--- config.mk ---
export PLATFORM = sky130hd
export DESIGN_NAME = icdf_divider
export DESIGN_NICKNAME = d
export VERILOG_FILES = /design/src/hw/rtl/icdf_pkg.sv /design/src/hw/rtl/icdf_divider.sv
export SDC_FILE = /design/constraint.sdc
export NUM_CORES = 2
export LEC_CHECK = 0
export BUFFER_PORTS_ARGS = -buffer_cell sky130_fd_sc_hd__buf_2
export CAP_MARGIN = 20
export CORE_AREA = 3 3 330 332
export CTS_BUF_LIST = sky130_fd_sc_hd__clkbuf_8
export DETAILED_ROUTE_END_ITERATION = 10
export DIE_AREA = 0 0 333 335
export PLACE_DENSITY = 0.72
export SLEW_MARGIN = 20
export SYNTH_ARGS = -nofsm -noshare
export SYNTH_HDL_FRONTEND = slang
export SYNTH_SLANG_ARGS = --single-unit
--- constraint.sdc ---
create_clock -name aclk -period 3.14 [get_ports aclk]
set_input_delay 0 -clock aclk [delete_from_list [all_inputs] [get_ports aclk]]
set_output_delay 0 -clock aclk [all_outputs]
set_load 0.02 [all_outputs]
--- src/hw/rtl/icdf_pkg.sv ---
// Shared types and constants of the inverse CDF table sampler.
// Depends on nothing; imported by the search, divider and top-level modules.
package icdf_pkg;

    localparam int BINS    = 32;
    localparam int ENTRIES = BINS + 1;
    localparam int IDX_W   = 6;
    localparam int BIN_W   = $clog2(BINS);
    localparam int VAL_W   = 17;
    localparam int UNI_W   = 16;
    localparam int OUT_W   = 16;
    localparam int SPAN_W  = OUT_W + 1;
    localparam int A_W     = BIN_W + VAL_W + 2;
    localparam int P_W     = SPAN_W + A_W;
    localparam int NUM_W   = P_W - 1 - BIN_W;
    localparam int QW      = 18;

    typedef enum logic {
        OP_WRITE  = 1'b0,
        OP_SAMPLE = 1'b1
    } icdf_op_t;

    typedef enum logic {
        CFG_LOWER = 1'b0,
        CFG_UPPER = 1'b1
    } icdf_cfg_idx_t;

    typedef struct packed {
        icdf_op_t          op;
        logic [IDX_W-1:0]  idx;
        logic [VAL_W-1:0]  val;
        logic [UNI_W-1:0]  r;
    } icdf_item_t;

    typedef struct packed {
        logic              valid;
        icdf_item_t        item;
        logic [BIN_W-1:0]  bin;
        logic [IDX_W-1:0]  bin_next;
    } icdf_search_t;

    typedef struct packed {
        logic neg;
        logic flat;
    } icdf_side_t;

endpackage

--- src/hw/rtl/icdf_divider.sv ---
// Pipelined restoring divider, one quotient bit per stage, with overflow
// detect for quotients beyond QW bits. Depends on icdf_pkg.
module icdf_divider import icdf_pkg::*; (
    input  logic             aclk,
    input  logic             aresetn,
    input  logic             en,
    input  logic             in_valid,
    input  logic [NUM_W-1:0] in_num,
    input  logic [VAL_W-1:0] in_den,
    input  icdf_side_t       in_side,
    output logic             out_valid,
    output logic [QW-1:0]    out_quo,
    output logic             out_ovf,
    output icdf_side_t       out_side
);

    logic             vld_reg  [QW+1];
    logic [NUM_W-1:0] rem_reg  [QW+1];
    logic [VAL_W-1:0] den_reg  [QW+1];
    logic [QW-1:0]    quo_reg  [QW+1];
    logic             ovf_reg  [QW+1];
    icdf_side_t       side_reg [QW+1];
    logic [NUM_W:0]   limit;

    // Quotient would not fit in QW bits.
    assign limit = (NUM_W+1)'(in_den) << QW;

    always_ff @(posedge aclk) begin
        if (!aresetn) begin
            vld_reg[0] <= 1'b0;
        end else if (en) begin
            vld_reg[0] <= in_valid;
        end
    end

    always_ff @(posedge aclk) begin
        if (en) begin
            rem_reg[0]  <= in_num;
            den_reg[0]  <= in_den;
            quo_reg[0]  <= '0;
            ovf_reg[0]  <= {1'b0, in_num} >= limit;
            side_reg[0] <= in_side;
        end
    end

    for (genvar k = 0; k < QW; k++) begin : g_stage
        logic [NUM_W-1:0] shifted;
        logic             take;

        // Trial subtract of the divisor at this bit weight.
        assign shifted = NUM_W'(den_reg[k]) << (QW - 1 - k);
        assign take    = rem_reg[k] >= shifted;

        always_ff @(posedge aclk) begin
            if (!aresetn) begin
                vld_reg[k+1] <= 1'b0;
            end else if (en) begin
                vld_reg[k+1] <= vld_reg[k];
            end
        end

        always_ff @(posedge aclk) begin
            if (en) begin
                rem_reg[k+1]  <= take ? rem_reg[k] - shifted : rem_reg[k];
                quo_reg[k+1]  <= quo_reg[k] | (take ? QW'(1) << (QW - 1 - k) : '0);
                den_reg[k+1]  <= den_reg[k];
                ovf_reg[k+1]  <= ovf_reg[k];
                side_reg[k+1] <= side_reg[k];
            end
        end
    end

    assign out_valid = vld_reg[QW];
    assign out_quo   = quo_reg[QW];
    assign out_ovf   = ovf_reg[QW];
    assign out_side  = side_reg[QW];

endmodule

==> flow_summary.toml <==
[detailed_routing]
vias = 38500
finalWirelength_mm = 128
post_drt_wl_per_cell_um = 18.8
first_iter_violations = 2480
ant_nets = 0
drc = 0
vias_per_cell = 5.64
drt_pass1_iterations = 6

[power]
peakVddDrop_mv = 0.373
p_seq_share_pct = 43.0
power_frac_comb_pct = 33.9
power.share.clock_pct = 23.1
switching_share_pct = 33.5
p_leak_nw = 26.5
power.internal_mw = 36.0
total_power_mw = 54.1
p_switching_mw = 18.1
power_density_mw_per_mm2 = 795

[yosys]
yosysUniqueCellTypes = 96
synthFlopType = "edfxtp_1"
synthCells = 4676
synth_area_leaders = "edfxtp_1 61%, ha_1 6.9%, xnor2_1 2.8%"
syn_avg_cell_area_um2 = 12.5
mappedNetlistArea_mm2 = 0.0583
ys_async_sr_fraction_pct = 0
synth_edf_count = 1182
ys_seq_area_share_pct = 60.9
ys_warn_count = 0
syn_nets = 5074
synth_top_area_cell = "edfxtp_1"
ys_ff_latch = 1183
yosysTopAreaCellShare_pct = 60.8

[hold_path]
hold-path-endpoint = "ovf_reg[0]$_DFFE_PP_"
hold_class = "input pin to register"
whs_path_depth = 5
hold_start = "in_num[34]"

[critical_path]
r2r-end = "rem_reg[14][28]$_DFFE_PP_"
critPathLaunchType = "register"
crit_path_end_kind = "register"
crit_type = "register to register"
r2r-start = "rem_reg[13][4]$_DFFE_PP_"
rr_worst_depth = 12
reg2reg_slack_ns = 0.01
worstPathMaxFanout = 3
cp.required_ns = 3.77
crit_arrival_ns = 3.75

[clock_tree]
htree_num_levels = 4
cts_tree = "built"
numCtsBuffers = 192
clk_pin_slew_ns = 0.06
cts_root_buffer = "clkbuf_8"
cts_sinks = 1183
clock_latency_ns = 0.88
cts_buffer_depth = 3

[sta]
max_freq_ghz = 0.320
final.min_clock_period_ns = 3.13
worst_slew_pin_slew_ns = 0.922
whs_ns = 0.137
finalHoldViolations = 0
rsz0062_at_grt = "true"
maxSlewHeadroom_pct = 38.0
skew_ns = 0.0431
fin_crit_sh_pct = 99.6
final_max_slew_viol_count = 0
setup_viol = 0

[global_route]
grt_pass1_vias = 38000
grtUsageTotal_pct = 22.6
grt_pass1_wl_mm = 200
grt_max_degree = 146
antenna_found_initial = 5
grt-ovfl-total = 0

[floorplan]
core.rowCount = 120
pin_count = 80
core_mm2 = 0.107
fp.dieW_um = 333
die_area_mm2 = 0.112
start_util_pct = 54.7
die_height_um = 335

[finish]
post-route-util_pct = 63.9
drive_gt1_share_pct = 15.5
largest_reg_flops = 630
final.fill_count = 8038
nets = 5667
syn2layout_area_growth_pct = 16.7
fin_cells = 6825

[placed_design]
hpwl_mm = 91.7
gp_congestion = 0.900
port_buffers = 79
dp_cells = 6334

[job]
cap_violations = 0

[status]
status = "finished clean"
-- worst max path at each step --
stage / start / endpoint / slack (ns)
2_1_floorplan: rem_reg[13][4]$_DFFE_PP_ / rem_reg[14][28]$_DFFE_PP_ / 0.03
3_3_place_gp: rem_reg[13][4]$_DFFE_PP_ / rem_reg[14][28]$_DFFE_PP_ / -0.22
3_5_place_dp: rem_reg[13][4]$_DFFE_PP_ / rem_reg[14][28]$_DFFE_PP_ / -0.16
4_1_cts: rem_reg[10][7]$_DFFE_PP_ / rem_reg[11][33]$_DFFE_PP_ / 0.002
5_1_grt: rem_reg[13][4]$_DFFE_PP_ / rem_reg[14][28]$_DFFE_PP_ / -0.09
6_report: rem_reg[13][4]$_DFFE_PP_ / rem_reg[14][28]$_DFFE_PP_ / 0.01
-- kinds of logic after synthesis --
kind of cell	count (synthesis)	synth area share, %
AND/OR/NAND/NOR	1222	10.6
flip-flops	1183	60.9
AO/OA/AOI/OAI	1027	11.3
multiplexers	72	1.36
XOR/XNOR	342	5.13
adder cells (fa/ha/maj)	340	7.51
buffers and inverters	490	3.21
-- area by class of cell --
| class | count | area (µm²) | share of cell area (%) |
|---|---|---|---|
| inverters | 408 | 1530 | 2.25 |
| flip-flops and latches | 1183 | 35500 | 52.1 |
| clock buffers | 193 | 2660 | 3.90 |
| multi-input cells | 3003 | 21700 | 31.9 |
| repair buffers | 481 | 4010 | 5.88 |
| clock inverters | 152 | 942 | 1.38 |
| diodes | 2 | 5.00 | 0.00735 |
| well taps | 1403 | 1760 | 2.58 |
-- power by group through the flow --
stage / logic (mW) / registers [mW] / clock network [mW]
2_1_floorplan: 12.3 / 22.7 / 0
3_3_place_gp: 16.9 / 23.5 / 0
3_5_place_dp: 17.2 / 23.5 / 0
4_1_cts: 17.6 / 23.3 / 12.9
5_1_grt: 20.3 / 23.5 / 13.6
6_report: 18.3 / 23.3 / 12.5
-- metrics by stage --
stage | setup WS, ns | cell area (µm²) | TNS, ns
floorplan | 0.0317 | 58300 | 0
detailed placement | -0.163 | 62400 | -4.21
global route | -0.0949 | 68100 | -0.722
finish | 0.0123 | 68100 | 0
global placement | -0.222 | 62400 | -2.40
CTS | 0.00168 | 67300 | 0
-- layout by cell type, fill, tap and decap left out, types with 52 or more instances in the layout --
master         Yosys  routed
a21oi_1          274     266
nand2_1          290     290
inv_1            404     444
a21o_1           114     114
clkinv_1           0      52
edfxtp_1        1182    1182
nand3_1           91      91
nor2_1           292     290
nor3_1           107      92
ha_1             323     316
buf_4              0     260
nand4_1           59      59
o21a_1            78      78
dlygate4sd3_1      0     114
xor2_1           158     158
xnor2_1          184     184
nor4_1            70      62
buf_2             19      78
o21ai_0          263     255
clkbuf_8           0     193
mux2_2            55      55
-- cell usage after synthesis (all sizes together), types with 60 or more instances --
master	count
mux2	60
nor2	292
ha	323
nor4	72
a21oi	276
nand3	91
xnor2	184
a21o	114
o21ai	266
inv	408
xor2	158
nand2	290
nor3	111
o21a	78
edfxtp	1182
-- routing by layer --
layer	vias up	track usage, %	share of wire (%)
met2	1080	39.1	50
li1	18700	-	-
met4	0	9.09	3.6
met1	18400	28.1	41
met5	-	0	0
met3	305	3.94	5.1
-- repair_timing --
| item | CTS | global route |
|---|---|---|
| hold buffers | 114 | 0 |
| pin swaps | 8 | 45 |
| gates cloned | 0 | 1 |
| endpoints found under the hold margin | 666 | 0 |
| gates resized for setup | 24 | 134 |
| buffers inserted | 3 | 26 |
| setup endpoints to repair | 90 | 218 |
-- worst max-delay path, cell delays in order (launching register included) --
cell and delay, ns:
edfxtp_1 0.40, inv_1 0.08, ha_2 0.18, inv_2 0.04
fa_2 0.41, a211oi_4 0.31, o211ai_1 0.16, a21oi_2 0.20
o31ai_2 0.10, or3_4 0.40, and3_4 0.21, a2111oi_4 0.30
xor2_1 0.10
(Power assumes the default switching activity.)
