<file path="config.mk">
export PLATFORM = sky130hd
export DESIGN_NAME = icdf_search
export DESIGN_NICKNAME = d
export VERILOG_FILES = /design/src/hw/rtl/icdf_pkg.sv /design/src/hw/rtl/icdf_search.sv
export SDC_FILE = /design/constraint.sdc
export NUM_CORES = 1
export LEC_CHECK = 0
export BUFFER_PORTS_ARGS = -buffer_cell sky130_fd_sc_hd__buf_2
export CAP_MARGIN = 20
export CORE_ASPECT_RATIO = 2
export CORE_UTILIZATION = 29
export CTS_CLUSTER_SIZE = 10
export DETAILED_ROUTE_END_ITERATION = 10
export PLACE_DENSITY = 0.55
export SLEW_MARGIN = 10
export SYNTH_ARGS = -nofsm -noshare
export SYNTH_HDL_FRONTEND = slang
export SYNTH_SLANG_ARGS = --single-unit
</file>
<file path="constraint.sdc">
create_clock -name aclk -period 7.11 [get_ports aclk]
set_clock_uncertainty 0.1 [all_clocks]
set_input_delay 0.711 -clock aclk [delete_from_list [all_inputs] [get_ports aclk]]
set_output_delay 0.711 -clock aclk [all_outputs]
set_load 0.03 [all_outputs]
</file>
<file path="src/hw/rtl/icdf_pkg.sv">
// Shared types and constants of the inverse CDF table sampler.
// Depends on nothing; imported by the search, divider and top-level modules.
package icdf_pkg;

    localparam int BINS    = 32;
    localparam int ENTRIES = BINS + 1;
    localparam int IDX_W   = 6;
    localparam int BIN_W   = $clog2(BINS);
    localparam int VAL_W   = 17;
    localparam int UNI_W   = 16;
    localparam int OUT_W   = 16;
    localparam int SPAN_W  = OUT_W + 1;
    localparam int A_W     = BIN_W + VAL_W + 2;
    localparam int P_W     = SPAN_W + A_W;
    localparam int NUM_W   = P_W - 1 - BIN_W;
    localparam int QW      = 18;

    typedef enum logic {
        OP_WRITE  = 1'b0,
        OP_SAMPLE = 1'b1
    } icdf_op_t;

    typedef enum logic {
        CFG_LOWER = 1'b0,
        CFG_UPPER = 1'b1
    } icdf_cfg_idx_t;

    typedef struct packed {
        icdf_op_t          op;
        logic [IDX_W-1:0]  idx;
        logic [VAL_W-1:0]  val;
        logic [UNI_W-1:0]  r;
    } icdf_item_t;

    typedef struct packed {
        logic              valid;
        icdf_item_t        item;
        logic [BIN_W-1:0]  bin;
        logic [IDX_W-1:0]  bin_next;
    } icdf_search_t;

    typedef struct packed {
        logic neg;
        logic flat;
    } icdf_side_t;

endpackage

</file>
<file path="src/hw/rtl/icdf_search.sv">
// Table search: keeps a copy of the cumulative table for parallel compares
// and finds the bin of each sample. Depends on icdf_pkg.
module icdf_search import icdf_pkg::*; (
    input  logic         aclk,
    input  logic         aresetn,
    input  logic         en,
    input  logic         in_valid,
    input  icdf_item_t   in_item,
    output icdf_search_t out
);

    logic [VAL_W-1:0]   cmp_reg [ENTRIES];
    logic [ENTRIES-1:0] ge;
    logic [ENTRIES-1:0] ge_reg;
    logic               valid_reg;
    icdf_item_t         item_reg;
    logic [IDX_W-1:0]   pos;
    logic [IDX_W-1:0]   bin_w;

    // Compare every entry against the variate at once.
    always_comb begin
        for (int i = 0; i < ENTRIES; i++) begin
            ge[i] = cmp_reg[i] >= VAL_W'(in_item.r);
        end
    end

    // Table copy is updated in item order as writes pass this stage.
    always_ff @(posedge aclk) begin
        if (en && in_valid && in_item.op == OP_WRITE && in_item.idx <= IDX_W'(BINS)) begin
            cmp_reg[in_item.idx] <= in_item.val;
        end
    end

    always_ff @(posedge aclk) begin
        if (!aresetn) begin
            valid_reg <= 1'b0;
        end else if (en) begin
            valid_reg <= in_valid;
        end
    end

    always_ff @(posedge aclk) begin
        if (en) begin
            item_reg <= in_item;
            ge_reg   <= ge;
        end
    end

    // First entry at least r; no hit gives one past the end.
    always_comb begin
        pos = IDX_W'(ENTRIES);
        for (int i = ENTRIES - 1; i >= 0; i--) begin
            if (ge_reg[i]) begin
                pos = IDX_W'(i);
            end
        end
        if (pos == '0) begin
            bin_w = '0;
        end else begin
            bin_w = pos - 1'b1;
        end
        if (bin_w > IDX_W'(BINS - 1)) begin
            bin_w = IDX_W'(BINS - 1);
        end
    end

    assign out.valid    = valid_reg;
    assign out.item     = item_reg;
    assign out.bin      = bin_w[BIN_W-1:0];
    assign out.bin_next = bin_w + 1'b1;

endmodule

</file>
==> summary.txt, run 1 <==
CTS
  • Num CTS Buffers: 74
  • Post-CTS Setup Bufs: 0
  • Clock Latency Late Sink: 0.64 ns
  • H-Tree Depth: 3
  • CTS tree: built
  • Hold buffers post-CTS: 0
  • Sinks on Clock Net: 635
  • Clk pin slew, worst setup/hold paths: 0.05 ns
  • Bufs on Longest Clock Path: 3
  • CTS Root Cell: clkbuf_16
  • Resized cells post-CTS: 0

Detailed routing
  • WL final: 90.60 mm
  • Via density: 5.221
  • Drc violations: 0
  • Routed via count: 19510
  • Routed WL per cell: 24.25 um
  • DR iter-0 viols: 1079
  • Drt pass-1 iters: 5
  • Antenna viol nets, final: 0

Finish
  • Filler cell count: 10400
  • Design area: 36090 um^2
  • Share of cells above drive strength 1: 11.78%
  • Nets: 2926
  • Most frequent cells in the layout: 634 x edfxtp_1, 530 x ha_1, 94 x buf_2
  • Finished Layout Cells: 3736
  • Most common cell after layout, fill and taps aside: edfxtp_1
  • Max reg flops: 561
  • Syn-to-layout area delta: 15.00%

Synth
  • Seq/Total Area, Yosys: 60.72%
  • Avg Cell Area, Syn: 14.85 um^2
  • Synthesized cell area: 31390 um^2
  • Post-synth EDFFs: 634
  • Post-synthesis register bit count: 635
  • Ys async rst share: 0%
  • Most used DFF post-synth: edfxtp_1
  • Synthesized Nets: 2687
  • Post-Synthesis Cells: 2113
  • Area share of the largest cell type after synthesis: 60.66%
  • Post-synthesis cell type count: 60
  • Top cells by area, synth: edfxtp_1 61%, ha_1 21%, o21a_1 1.7%
  • Syn. warnings: 0
  • Dominant cell type by area after synthesis: edfxtp_1

Timing
  • Actual slew at the worst max-slew pin: 0.9355 ns
  • Unrepaired setup endpoints after global routing: false
  • Setup TNS: 0 ns
  • Fmax: 192.4 MHz
  • # setup viols final: 0
  • Worst hold slack: 0.1728 ns
  • Tcrit/Tclk final: 73.11%
  • Max Transition Viols Final: 0
  • Fin. Hold Viols: 0
  • Max-Slew Margin vs Limit: 37.64%
  • Min Tclk post-route: 5.198 ns

Global routing
  • Vias in the first global route: 20590
  • Grt ovf: 0
  • Largest net degree at the start of global routing: 68
  • First-pass GRT wire length: 131.7 mm
  • Initial antenna violation count: 2
  • Global Route Usage Sum: 16.59%

Power
  • Worst vdd rail ir drop: 174.2 uV
  • Power Dens Cells: 227.5 nW/um^2
  • Leak pwr: 13.82 nW

Worst setup path
  • Crit Path Category: reg2out
  • Slowest CP cell: edfxtp_1
  • Arrival time at the worst endpoint: 4.39 ns
  • Worst stage delay on the critical path: 0.46 ns
  • CP dominant cell by count: ha_1
  • Crit path launch type: register
  • Crit Path Max Fanout: 5
  • WP data required: 6.30 ns
  • Crit-path cells: nor3_1 -> o2111ai_1 -> o221ai_1 -> nand2_1 -> ha_1 -> or2b_1 -> o21a_1 -> ha_1 -> o31a_1 -> nor3b_2 -> a21oi_1 -> o211ai_1 -> xnor2_1 -> buf_2
  • CP Capture Type: output port

Placement
  • Placed cell count: 3652
  • Port Buffers: 95
  • HPWL after DPL: 54.38 mm
  • Placed instance area: 34120 um^2
  • Routability cong.: 0.8257

Die
  • Die height: 467.3 um
  • Initial Utilization: 29.28%
  • Core ar.: 107200 um^2
  • DIE AREA: 109600 um^2
  • # IOs: 96
  • Horiz. Die Dim: 234.6 um
  • FP Rows: 170

Outcome
  • Status: completed

Hold path
  • Hold WC Path Type: in2reg

Flow run
  • Max_cap viols: 0
-- metrics by stage --
step / util, % / power [mW] / worst slack, ns
after floorplan: - / 4.594 / 2.750
after global placement: 31.82 / 4.911 / 2.777
after detailed placement: 31.82 / 4.938 / 2.654
after CTS: 33.67 / 8.308 / 1.938
after global routing: 33.67 / 8.484 / 1.681
final: 33.67 / 8.213 / 1.912
-- cells in the mapped netlist (2+ instances only) --
| master | instances |
|---|---|
| edfxtp_1 | 634 |
| ha_1 | 530 |
| nor2_1 | 93 |
| a21oi_1 | 92 |
| nand2_1 | 84 |
| o21ai_0 | 82 |
| o21a_1 | 70 |
| a21o_1 | 65 |
| inv_1 | 65 |
| nor2b_1 | 65 |
| nand4_1 | 64 |
| nand2b_1 | 32 |
| a211oi_1 | 23 |
| nor3_1 | 23 |
| a2111oi_0 | 17 |
| a211o_1 | 16 |
| nand3_1 | 15 |
| a221o_1 | 13 |
| a31oi_1 | 12 |
| nor4_1 | 12 |
| o211ai_1 | 12 |
| a41oi_1 | 11 |
| o21bai_1 | 10 |
| o32a_1 | 9 |
| o41ai_1 | 9 |
| nand3b_1 | 5 |
| o2111ai_1 | 3 |
| or3_1 | 3 |
| or4_1 | 3 |
| xnor2_1 | 3 |
| a21boi_4 | 2 |
| a221oi_1 | 2 |
| nor4_4 | 2 |
| o211a_1 | 2 |
| o31a_1 | 2 |
| o31ai_1 | 2 |
| o31ai_4 | 2 |
| or3b_2 | 2 |
-- final cells by class --
type	instances	area, um^2	share of cell area (%)
antenna	1	2.502	0.006933
inverter	65	244.0	0.6760
clock inverter	5	67.56	0.1872
multi-input combinational	1412	12080	33.48
tap	1376	1722	4.770
clock buffer	78	1909	5.290
timing repair buffer	164	1008	2.794
sequential	635	19060	52.80
-- report_power, final --
group          switching (mW)  internal [mW]
logic                   0.474          0.203
clock network            1.44           1.92
registers              0.0163           4.16
total                    1.93           6.28
-- cells by family after synthesis --
family | Yosys count | synth area share, %
AOI/OAI and AO/OA | 465 | 10.31
xor gates and xnor gates | 4 | 0.1116
adders and majority gates | 530 | 21.13
buffers and inverters | 66 | 0.8013
DFF | 635 | 60.72
and+or+nand+nor | 413 | 6.924
-- metal layers --
metal | wire [um] | vias to the layer above | global-route usage [%]
met5 | 0 | - | 0
li1 | - | 8884 | -
met4 | 5210 | 0 | 9.380
met1 | 32560 | 9898 | 16.67
met3 | 3035 | 226 | 2.107
met2 | 49790 | 499 | 32.53
-- worst max-delay path, delay by kind of cell (launching register included) --
kind	cells	cell delay [ns]
buf+inv	1	0.23
fa+ha+maj	2	0.54
xor+xnor	1	0.16
compound gates	6	1.38
flops	1	0.46
simple gates	4	0.97
-- path summary, 6_finish.rpt --
path                  startpoint          to  slack [ns]  depth (start not counted)
setup / recovery       ge_reg[2]      out[4]        1.91                         14
setup reg to reg  cmp_reg[31][0]  ge_reg[31]        4.46                         10
hold reg to reg        valid_reg   valid_reg        0.39                          2
hold / removal       in_item[14]     out[25]        0.17                          1
(Power assumes the default switching activity.)
==> run 2, diff against run 1 <==
Clock period 7.11 ns to 4.9 ns, I/O delays scaled along.
==> run 2 against run 1 <==
  * Critical path depth did not move
  * Wire length up 1.5%
  * Clock-buffer cell count up 9
  * Final cell count is 1.3% higher
  * Core utilization rose by 0.52 points
  * Die area unchanged
  * Global-route usage up 0.15 points
  * Combinational power grew 51%
==> summary.txt, run 2 (synthesis results as in run 1) <==
Outcome
  • Status: completed

Die
  • # IOs: 96
  • Core ar.: 107200 um^2
  • Die height: 467.3 um
  • FP Rows: 170
  • Initial Utilization: 29.28%
  • DIE AREA: 109600 um^2
  • Horiz. Die Dim: 234.6 um

Placement
  • Port Buffers: 95
  • Pre-CTS setup slack: 0.6074 ns
  • HPWL after DPL: 56.91 mm
  • Placed instance area: 34320 um^2
  • Routability cong.: 0.8367

Finish
  • Design area: 36650 um^2
  • Nets: 2966
  • Filler cell count: 10290
  • Syn-to-layout area delta: 16.76%
  • Max reg flops: 561
  • Multi-input gate area: 12140 um^2
  • Most frequent cells in the layout: 634 x edfxtp_1, 528 x ha_1, 93 x nor2_1, 93 x buf_2, 91 x a21oi_1
  • Fin util: 34.19%
  • Share of cells above drive strength 1: 12.84%
  • Reg area: 19060 um^2
  • Most common cell after layout, fill and taps aside: edfxtp_1

Detailed routing
  • WL final: 91.95 mm
  • DR iter-0 viols: 1013
  • Via density: 5.217
  • Drt pass-1 iters: 5
  • Routed via count: 19750
  • Drc violations: 0
  • Routed WL per cell: 24.29 um
  • Antenna viol nets, final: 0

CTS
  • CTS tree: built
  • Sinks on Clock Net: 635
  • Clock Latency Late Sink: 0.64 ns
  • Bufs on Longest Clock Path: 3
  • H-Tree Depth: 3
  • CTS Root Cell: clkbuf_16
  • Num CTS Buffers: 74
  • Clk pin slew, worst setup/hold paths: 0.05 ns

Power
  • Leak pwr: 14.07 nW
  • Pint: 9.230 mW
  • Total power: 12.08 mW
  • Combinational Power Share: 8.4%
  • Sequential fraction of design power: 50.2%
  • Clock power frac: 41.4%
  • Worst vdd rail ir drop: 286.3 uV
  • Switching Fraction: 23.56%
  • Sw Pwr: 2.845 mW
  • Power Dens Cells: 329.5 nW/um^2

Timing
  • Tcrit/Tclk final: 96.01%
  • Max Transition Viols Final: 0
  • Max-Slew Margin vs Limit: 38.09%
  • Final worst slack: 0.1954 ns
  • Actual slew at the worst max-slew pin: 0.9286 ns
  • # setup viols final: 0
  • Fin. Hold Viols: 0
  • Min Tclk post-route: 4.705 ns
  • Fmax: 212.6 MHz
  • Worst hold slack: 0.07803 ns

Global routing
  • First-pass GRT wire length: 133.3 mm
  • Vias in the first global route: 20990
  • Grt ovf: 0
  • Largest net degree at the start of global routing: 65
  • Initial antenna violation count: 2
  • Global Route Usage Sum: 16.74%

Worst setup path
  • WP data required: 4.31 ns
  • Arrival time at the worst endpoint: 4.11 ns
  • Crit Path Category: reg2out
  • CP Capture Type: output port
  • Crit path launch type: register
  • Crit Path Max Fanout: 5
  • Crit-path cells: or2_2 -> nor3_1 -> nand4_1 -> nor3_4 -> a21boi_4 -> nor2_1 -> a21oi_1 -> ha_2 -> o31a_1 -> nor3b_2 -> a21oi_1 -> o211ai_1 -> xnor2_1 -> buf_4
  • CP dominant cell by count: a21oi_1
  • Slowest CP cell: edfxtp_1
  • Worst stage delay on the critical path: 0.47 ns

Flow run
  • Max_cap viols: 0

Hold path
  • Hold WC Path Type: in2reg
## run 2: power by group through the flow
stage | registers (mW) | logic (mW) | clock network [mW]
after floorplan | 6.22 | 0.443 | 0
after global placement | 6.17 | 0.982 | 0
after detailed placement | 6.17 | 1.02 | 0
after CTS | 6.06 | 1.04 | 5.11
after global routing | 6.06 | 1.11 | 5.28
final | 6.06 | 1.02 | 5.00
## run 2: layout make-up
| type | count | share of cell area [%] |
|---|---|---|
| antenna | 2 | 0.01366 |
| clock buffer | 87 | 5.418 |
| inverter | 65 | 0.6692 |
| timing repair buffer | 204 | 3.919 |
| clock inverter | 4 | 0.1605 |
| multi-input combinational | 1412 | 33.12 |
| tap | 1376 | 4.698 |
| sequential | 635 | 52.00 |
## run 2: repair_timing
| action | CTS | global route |
|---|---|---|
| resized for setup | 3 | 10 |
| endpoints found under the setup margin | 1 | 1 |
| cloned | 0 | 0 |
| hold endpoints to repair | 20 | 0 |
| hold buffers | 20 | 0 |
| setup buffers | 0 | 3 |
| pin swaps | 0 | 3 |
## run 2: worst max-delay path: cells and delay by family, from the launching register on
kind / cells / cell delay, ns
xor gates and xnor gates: 1 / 0.15
AOI/OAI and AO/OA: 5 / 1.00
and+or+nand+nor: 6 / 1.44
DFF: 1 / 0.47
buffers and inverters: 1 / 0.18
adders and majority gates: 1 / 0.25
## run 2: routing by layer
layer | track usage [%] | vias up | wire length, um
met2 | 32.81 | 517 | 50280
met4 | 9.978 | 0 | 5381
met5 | 0 | - | 0
met1 | 16.59 | 10040 | 32900
li1 | - | 8970 | -
met3 | 2.178 | 218 | 3386
## run 2: path summary, 6_finish.rpt
path | from | to | slack [ns] | depth (start not counted)
max reg2reg | cmp_reg[31][0] | ge_reg[31] | 2.16 | 10
min | en | out[39] | 0.08 | 1
max | ge_reg[7] | out[4] | 0.20 | 14
min reg2reg | valid_reg | valid_reg | 0.38 | 2
## run 2: stage by stage
stage / cells / setup TNS (ns)
global route: 3784 / -0.004785
CTS: 3780 / 0
finish: 3785 / 0
detailed placement: 3669 / 0
floorplan: 2113 / 0
global placement: 3669 / 0
