<file path="src/hw/rtl/icdf_ram.sv">
// Generic single-write, single-read RAM with registered read data.
// Depends on nothing.
module icdf_ram #(
    parameter int WIDTH = 17,
    parameter int DEPTH = 33
) (
    input  logic                     aclk,
    input  logic                     we,
    input  logic [$clog2(DEPTH)-1:0] waddr,
    input  logic [WIDTH-1:0]         wdata,
    input  logic                     re,
    input  logic [$clog2(DEPTH)-1:0] raddr,
    output logic [WIDTH-1:0]         rdata
);

    logic [WIDTH-1:0] mem_reg [DEPTH];
    logic [WIDTH-1:0] rdata_reg;

    always_ff @(posedge aclk) begin
        if (we) begin
            mem_reg[waddr] <= wdata;
        end
        if (re) begin
            rdata_reg <= mem_reg[raddr];
        end
    end

    assign rdata = rdata_reg;

endmodule

</file>
<file path="config.mk">
export PLATFORM = sky130hd
export DESIGN_NAME = icdf_ram
export DESIGN_NICKNAME = d
export VERILOG_FILES = /design/src/hw/rtl/icdf_ram.sv
export SDC_FILE = /design/constraint.sdc
export NUM_CORES = 1
export LEC_CHECK = 0
export BUFFER_PORTS_ARGS = -buffer_cell sky130_fd_sc_hd__buf_2
export CORE_MARGIN = 8
export CORE_UTILIZATION = 55
export DETAILED_ROUTE_END_ITERATION = 7
export PLACE_DENSITY_LB_ADDON = 0.15
export SLEW_MARGIN = 0
export SYNTH_ARGS = -nofsm -noshare
export SYNTH_HDL_FRONTEND = slang
export SYNTH_SLANG_ARGS = --single-unit
</file>
<file path="constraint.sdc">
create_clock -name aclk -period 2 [get_ports aclk]
set_clock_uncertainty 0.05 [all_clocks]
set_input_delay 0.1 -clock aclk [delete_from_list [all_inputs] [get_ports aclk]]
set_output_delay 0.1 -clock aclk [all_outputs]
set_load 0.01 [all_outputs]
</file>
==> results_dict.tcl, run 1 <==
set metrics [dict create \
    die_w_um 219 \
    coreArea_mm2 0.0407 \
    syn-cell-area_mm2 0.0227 \
    path_class "reg -> reg" \
    status "complete, no violations" \
    p_leak_nw 9.46 \
    worst_skew_pair.late_latency_ns 0.61 \
    antenna_left 0 \
    relSlewSlack_pct 45.7 \
    dp_hpwl_um 33200 \
    drive_gt1_share_pct 24.5 \
    cp.arrival_ns 2.32 \
    gr-total-overflow 0 \
    cp_cell_sequence "mux2i_1 -> a22o_1 -> a221oi_2 -> buf_4 -> o22ai_1 -> o41ai_2" \
    grt_use_total_pct 22.5 \
    synth_cells 1201 \
    syn2layout_area_growth_pct 18.1 \
    slew_viol_final 0 \
    synth_area_leaders "edfxtp_1 77%, mux2i_1 12%, a22oi_1 2.3%, a221oi_2 1.7%, a22o_1 1.3%" \
    finalSetupViolations 0 \
    clk_pin_slew_ns 0.06 \
    critPathMaxFanout 1 \
    wl_um 53700 \
    ys_dominant_reg_cell "edfxtp_1" \
    max_stage_delay_ns 0.40 \
    powerDensity_mw_per_mm2 959 \
    nets 1411 \
    cp_slowest_cell "o41ai_2" \
    cp-endpoint "rdata[15]" \
    drc 0 \
    fill_cells 2705 \
    dieHeight_um 219 \
    cp-end-kind "register" \
    worstReg2RegEnd "rdata[15]" \
    fmax_mhz 510 \
    sequential_cell_area_mm2 0.0174 \
    diodes 0 \
    maxCapViolations 0 \
    grt_pass1_vias 11900 \
    cp.required_ns 2.36 \
    dr.pass1.iters 5 \
    synth_edf_count 578 \
    synth_warnings 0 \
    ys_ff_latch 578 \
    row_count 74 \
    vias 11900 \
    synth_top_area_cell "edfxtp_1" \
    grt_max_degree 34 \
    crit_start "mem_reg[0][15]" \
    portBuffers 48 \
    synth.yosys.seq_area_share_pct 76.5 \
    yosysMostFrequentCell "edfxtp_1" \
    cts-root-buf "clkbuf_16" \
    syn_nets 1233 \
    yosys-top-cells-count "578 x edfxtp_1, 272 x mux2i_1, 68 x a22oi_1" \
    multi_input_area_mm2 0.00498 \
    vdd_drop_max_mv 0.777 \
    antenna_found_initial 0 \
    start_kind "register" \
    cts.sinks 578 \
    grt_pass1_wl_um 78100 \
    cts_tree "yes" \
    rr_startpoint "mem_reg[0][15]" \
    hold_path_class "in -> reg" \
    finalPower_w 0.0257 \
    cts_buffers 57 \
    rsz0062_at_grt "no" \
    worst_pin_slew_ns 0.814 \
    finalInstanceArea_mm2 0.0268 \
    first_iter_violations 1202 \
    start_util_pct 55.7 \
    vias_per_cell 6.09 \
    netlist.area_leader.share_pct 76.5 \
    netlist-cell-type-count 26 \
    wl_per_cell_um 27.5 \
    placed_area_mm2 0.0249 \
    largest_reg_flops 561 \
    reg2regPathDepth 6 \
    die_area_mm2 0.0480 \
    min_period_over_period_pct 98.1 \
    min_period_ns 1.96 \
    place_congestion 0.803 \
    postSynthAreaPerCell_um2 18.9 \
    pin_count 49 \
    hold_viol 0 \
    rrSetupSlack_ns 0.04 \
    h-tree-depth 2 \
    clockBufferDepth 3 \
    async_flop_share_pct 0 \
]
==> worst max-delay path: cells and delay by family (launching register included) <==
kind	cells	cell delay, ns
multiplexers	1	0.08
AO/OA/AOI/OAI	4	1.12
buffers and inverters	1	0.19
flip-flops	1	0.34
==> power breakdown <==
part / switching, W / internal [W] / total, W
Clock: 0.00441 / 0.00627 / 0.0107
Sequential: 0.0000320 / 0.0134 / 0.0135
Combinational: 0.000923 / 0.000589 / 0.00151
Total: 0.00536 / 0.0203 / 0.0257
==> logic make-up (layout without fill, tap and decap cells) <==
family / after synthesis / in the layout / synth area share [%]
compound gates: 204 / 204 / 8.03
flops: 578 / 578 / 76.5
mux: 272 / 272 / 12.0
buf+inv: 72 / 296 / 1.94
simple gates: 75 / 75 / 1.47
==> cells in the final DEF, fill, tap and decap left out, types with 16 or more instances in the layout <==
master / instances
buf_4: 96
a22oi_1: 68
nand2_1: 21
buf_2: 47
buf_12: 46
nor2_2: 25
a21oi_1: 34
clkbuf_16: 59
o41ai_2: 17
a22o_1: 34
o22ai_1: 16
mux2i_1: 272
edfxtp_1: 578
a221oi_2: 27
==> metal layers <==
| metal | wire length, um | global-route usage, % |
|---|---|---|
| met1 | 23300 | 32.2 |
| met4 | 1610 | 7.78 |
| met3 | 3860 | 3.61 |
| met2 | 24900 | 34.9 |
| met5 | 0 | 0 |
==> final cells by class <==
| type | count | share of cell area [%] |
|---|---|---|
| flip-flops and latches | 578 | 64.8 |
| multi-input cells | 551 | 18.6 |
| repair buffers | 191 | 7.10 |
| clock buffers | 69 | 5.65 |
| well taps | 532 | 2.49 |
| clock inverters | 36 | 1.34 |
==> worst min-delay path by stage <==
stage | start | endpoint | cells after the start
final | wdata[13] | mem_reg[7][13] | 1
after global routing | wdata[7] | mem_reg[18][7] | 1
after global placement | mem_reg[32][7] | rdata[7] | 2
after CTS | wdata[7] | mem_reg[18][7] | 1
after floorplan | wdata[0] | mem_reg[0][0] | 0
after detailed placement | mem_reg[32][13] | rdata[13] | 2
==> through the flow <==
step | hold slack [ns] | std cells | setup TNS, ns | setup slack, ns | util, %
3_3_place_gp | 0.450 | 1851 | -0.697 | -0.244 | 61.1
5_1_grt | 0.0183 | 1957 | 0 | 0.0160 | 65.7
4_1_cts | 0.00836 | 1957 | 0 | 0.0262 | 65.7
6_report | 0.00600 | 1957 | 0 | 0.0373 | 65.7
2_1_floorplan | 0.149 | 1201 | 0 | 0.190 | -
3_5_place_dp | 0.459 | 1851 | -1.15 | -0.348 | 61.1
==> what timing repair did <==
| item | CTS | global route |
|---|---|---|
| endpoints found under the hold margin | 17 | 0 |
| setup endpoints to repair | 1 | 1 |
| setup buffers | 0 | 0 |
| hold buffers | 1 | 0 |
| resized for setup | 1 | 1 |
(Power assumes the default switching activity.)
==> inputs of run 2 (changes only) <==
--- a/config.mk
+++ b/config.mk
@@ -5,6 +5,7 @@
 export SDC_FILE = /design/constraint.sdc
 export NUM_CORES = 1
 export LEC_CHECK = 0
+export ABC_AREA = 1
 export BUFFER_PORTS_ARGS = -buffer_cell sky130_fd_sc_hd__buf_2
 export CORE_MARGIN = 8
 export CORE_UTILIZATION = 55
==> constraint.sdc (replaced) <==
create_clock -name aclk -period 2.49 [get_ports aclk]
set_clock_uncertainty 0.05 [all_clocks]
set_input_delay 0.1245 -clock aclk [delete_from_list [all_inputs] [get_ports aclk]]
set_output_delay 0.1245 -clock aclk [all_outputs]
set_load 0.01 [all_outputs]
==> results_dict.tcl, run 2 <==
set metrics [dict create \
    drc 0 \
    vdd_drop_max_mv 0.559 \
    start_kind "input pin" \
    yosysMostFrequentCell "nand2_1" \
    largest_reg_flops 561 \
    yosys-top-cells-count "716 x nand2_1, 578 x edfxtp_1, 470 x nand3_1" \
    hold_path_class "in -> reg" \
    netlist-cell-type-count 12 \
    netlist.area_leader.share_pct 74.9 \
    cts.sinks 578 \
    cp.required_ns 2.79 \
    fmax_mhz 546 \
    min_period_over_period_pct 73.6 \
    grt_pass1_vias 14400 \
    postCtsSetupBuffers 0 \
    gr-total-overflow 0 \
    worst_skew_pair.late_latency_ns 0.61 \
    ys_ff_latch 578 \
    cts_buffers 56 \
    cts_resized 0 \
    cts_hold_buf 2 \
    wl_um 60500 \
    clockBufferDepth 3 \
    antenna_found_initial 0 \
    clk_pin_slew_ns 0.06 \
    grt_max_degree 117 \
    synth_top_area_cell "edfxtp_1" \
    dieHeight_um 221 \
    pin_count 49 \
    powerDensity_mw_per_mm2 776 \
    path_class "in -> reg" \
    synth_area_leaders "edfxtp_1 75%, nand2_1 12%, nand3_1 10%, buf_2 1.6%, nor2_1 0.58%" \
    postSynthAreaPerCell_um2 12.0 \
    die_w_um 221 \
    synth_edf_count 578 \
    fin_setup_tns_ns 0 \
    nets 2016 \
    critPathMaxFanout 18 \
    worst_pin_slew_ns 0.951 \
    p_leak_nw 9.42 \
    syn-cell-area_mm2 0.0232 \
    dp_hpwl_um 34400 \
    post-route-util_pct 62.3 \
    first_iter_violations 1948 \
    grt_pass1_wl_um 90900 \
    rsz0062_at_grt "no" \
    vias 15100 \
    hold_viol 0 \
    coreArea_mm2 0.0418 \
    status "complete, no violations" \
    maxCapViolations 0 \
    synth_warnings 0 \
    min_period_ns 1.83 \
    async_flop_share_pct 0 \
    synth.yosys.seq_area_share_pct 74.9 \
    start_util_pct 55.5 \
    cp.arrival_ns 2.13 \
    drive_gt1_share_pct 10.7 \
    diodes 0 \
    cts_tree "yes" \
    h-tree-depth 2 \
    die_area_mm2 0.0489 \
    row_count 75 \
    vias_per_cell 5.89 \
    syn_nets 1960 \
    syn2layout_area_growth_pct 12.3 \
    slew_viol_final 0 \
    grt_use_total_pct 24.4 \
    wl_per_cell_um 23.6 \
    place_congestion 0.904 \
    antenna_left 0 \
    layout_commonest_cell "nand2_1" \
    finalSetupViolations 0 \
    relSlewSlack_pct 36.6 \
    final_cell_mix "716 x nand2_1, 578 x edfxtp_1, 470 x nand3_1" \
    dr.pass1.iters 6 \
    cts-root-buf "clkbuf_16" \
    synth_cells 1928 \
    cp-end-kind "register" \
    portBuffers 48 \
    ys_dominant_reg_cell "edfxtp_1" \
]
run 2: cell types whose count changed after synthesis, moves of 10 or more:
cell      before  now
a22oi_1       68    0
o22ai_1       17    0
mux2i_1      272    0
nand2_1       21  716
buf_2          4   72
clkbuf_1      28   18
nand3_1        3  470
a221oi_2      26    0
a22o_1        34    0
a21oi_1       34    0
o41ai_2       17    0
run 2: area by class of cell:
type                    instances  area (um^2)
inverters                      11         51.3
fillers                      3205        15800
well taps                     539          674
multi-input cells            1222         5250
flip-flops and latches        578        17400
clock inverters                28          234
clock buffers                  72         1480
repair buffers                115          947
run 2: report_power, final:
part | switching, W | internal [W]
Sequential | 0.0000362 | 0.0108
Combinational | 0.000948 | 0.000319
Clock | 0.00347 | 0.00459
Total | 0.00446 | 0.0157
run 2: cell families (layout without fill, tap and decap cells):
| family | count (synthesis) | count (layout) | synth area share [%] |
|---|---|---|---|
| buffers and inverters | 128 | 226 | 2.71 |
| DFF | 578 | 578 | 74.9 |
| and+or+nand+nor | 1222 | 1222 | 22.3 |
run 2: worst paths after layout:
kind	startpoint	endpoint	slack (ns)	depth (start not counted)
setup reg to reg	mem_reg[23][15]	rdata[15]	0.86	8
hold / removal	wdata[0]	mem_reg[25][0]	0.08	1
hold reg to reg	mem_reg[32][7]	rdata[7]	0.46	2
setup / recovery	raddr[5]	rdata[11]	0.66	5
run 2: critical path: stages:
cell	delay, ns
dlygate4sd3_1	0.57
buf_2	0.38
clkinv_1	0.64
nand3_1	0.30
nand2_1	0.11
run 2: metal layers:
| metal | global-route usage [%] | routed length [um] |
|---|---|---|
| met1 | 34.7 | 26200 |
| met2 | 38.5 | 28200 |
| met3 | 3.66 | 4350 |
| met4 | 8.22 | 1820 |
| met5 | 0 | 0 |
run 2: metrics by stage:
stage | setup WS, ns | area, um^2 | hold slack (ns) | instances | total power, W
detailed placement | 0.458 | 24300 | 0.456 | 2463 | 0.0123
CTS | 0.731 | 26000 | 0.0526 | 2565 | 0.0202
global placement | 0.492 | 24300 | 0.451 | 2463 | 0.0123
floorplan | 0.809 | 23200 | 0.173 | 1928 | 0.0117
global route | 0.596 | 26000 | 0.0590 | 2565 | 0.0207
finish | 0.659 | 26000 | 0.0754 | 2565 | 0.0202
==> inputs of run 3 (changes only) <==
==> constraint.sdc (replaced) <==
create_clock -name aclk -period 1.7 [get_ports aclk]
set_clock_uncertainty 0.05 [all_clocks]
set_input_delay 0.085 -clock aclk [delete_from_list [all_inputs] [get_ports aclk]]
set_output_delay 0.085 -clock aclk [all_outputs]
set_load 0.01 [all_outputs]
==> results_dict.tcl, run 3 (same netlist as run 2, synthesis figures left out) <==
set metrics [dict create \
    gr-total-overflow 0 \
    row_count 75 \
    rsz0062_at_grt "no" \
    critPathMaxFanout 1 \
    dp.cells 2526 \
    instances_no_fill 2650 \
    postCtsSetupBuffers 0 \
    p_leak_nw 10.0 \
    status "complete, no violations" \
    preCtsSetupSlack_ns -0.147 \
    crit_start "mem_reg[23][4]" \
    first_iter_violations 1932 \
    min_period_ns 1.56 \
    cts-root-buf "clkbuf_16" \
    antenna_found_initial 3 \
    hold_ws_ns 0.0206 \
    start_util_pct 55.5 \
    cp-endpoint "rdata[4]" \
    post-route-util_pct 65.6 \
    h-tree-depth 2 \
    drc 0 \
    clk_pin_slew_ns 0.06 \
    dp_hpwl_um 37800 \
    dr.pass1.iters 5 \
    worst_skew_pair.late_latency_ns 0.61 \
    die_w_um 221 \
    largest_reg_flops 561 \
    antenna_left 0 \
    start_kind "register" \
    drive_gt1_share_pct 14.1 \
    cts.sinks 578 \
    pin_count 49 \
    dieHeight_um 221 \
    nets 2090 \
    grt_use_total_pct 25.3 \
    grt_max_degree 101 \
    vdd_drop_max_mv 0.914 \
    placed_area_mm2 0.0253 \
    hold_path_class "in -> reg" \
    finalSetupViolations 0 \
    cp-end-kind "register" \
    fill_cells 3077 \
    rr_startpoint "mem_reg[23][4]" \
    die_area_mm2 0.0489 \
    final_cell_mix "715 x nand2_1, 578 x edfxtp_1, 470 x nand3_1" \
    coreArea_mm2 0.0418 \
    grt_pass1_wl_um 93200 \
    cp.arrival_ns 1.87 \
    cp.required_ns 2.01 \
    fmax_mhz 639 \
    wl_um 62700 \
    place_congestion 0.873 \
    relSlewSlack_pct 42.5 \
    rrSetupSlack_ns 0.14 \
    finalInstanceArea_mm2 0.0274 \
    vias_per_cell 5.82 \
    hold_viol 0 \
    cts_buffers 57 \
    syn2layout_area_growth_pct 18.2 \
    slew_viol_final 0 \
    worst_pin_slew_ns 0.862 \
    grt_pass1_vias 14900 \
    min_period_over_period_pct 92.0 \
    worstReg2RegEnd "rdata[4]" \
    wl_per_cell_um 23.7 \
    vias 15400 \
    path_class "reg -> reg" \
    clockBufferDepth 3 \
    layout_commonest_cell "nand2_1" \
    fin_ws_ns 0.136 \
    cts_tree "yes" \
    maxCapViolations 0 \
    powerDensity_mw_per_mm2 1130 \
    portBuffers 48 \
    reg2regPathDepth 8 \
]
-- run 3: worst min-delay path by stage --
stage | start | end | slack (ns) | cells after the start
finish | wdata[4] | mem_reg[18][4] | 0.02 | 2
global route | wdata[4] | mem_reg[18][4] | 0.02 | 2
CTS | wdata[12] | mem_reg[3][12] | 0.004 | 2
detailed placement | rdata[10] | rdata[10] | 0.45 | 1
global placement | rdata[10] | rdata[10] | 0.45 | 1
floorplan | wdata[0] | mem_reg[0][0] | 0.13 | 0
-- run 3: metrics by stage --
step,setup TNS (ns),total power (W)
floorplan,0,0.0171
global placement,-0.574,0.0182
detailed placement,-0.992,0.0182
CTS,0,0.0311
global route,0,0.0318
finish,0,0.0310
-- run 3: timing repair --
action / CTS / global route
hold buffers: 12 / 0
endpoints found under the setup margin: 0 / 1
resized for setup: 0 / 1
endpoints found under the hold margin: 209 / 0
-- run 3: power by group --
part           internal, W  switching [W]
logic             0.000636        0.00144
clock network      0.00775        0.00531
registers           0.0158      0.0000524
total               0.0242        0.00681
-- run 3: routing by layer --
layer / global-route usage (%) / wire length [um] / vias up
li1: - / - / 7063
met1: 35.5 / 25700 / 7508
met2: 39.1 / 28400 / 724
met3: 4.66 / 6260 / 115
met4: 9.75 / 2300 / 0
met5: 0 / 0 / -
-- run 3: cell type report --
type                       count  area (um^2)  area share, %
multi-input combinational   1222         5250           19.2
clock buffer                  71         1520           5.56
sequential                   578        17400           63.4
tap                          539          674           2.46
antenna                        4         10.0         0.0366
timing repair buffer         188         2080           7.61
inverter                      11         51.3          0.187
clock inverter                37          434           1.59
-- run 3: critical path, stage by stage, from the launching register on --
cell      delay, ns
edfxtp_1       0.36
nand2_1        0.07
nand3_1        0.08
nand3_1        0.14
nand2_2        0.11
nand2_1        0.08
nand3_1        0.19
nand3_1        0.16
nand2_1        0.06
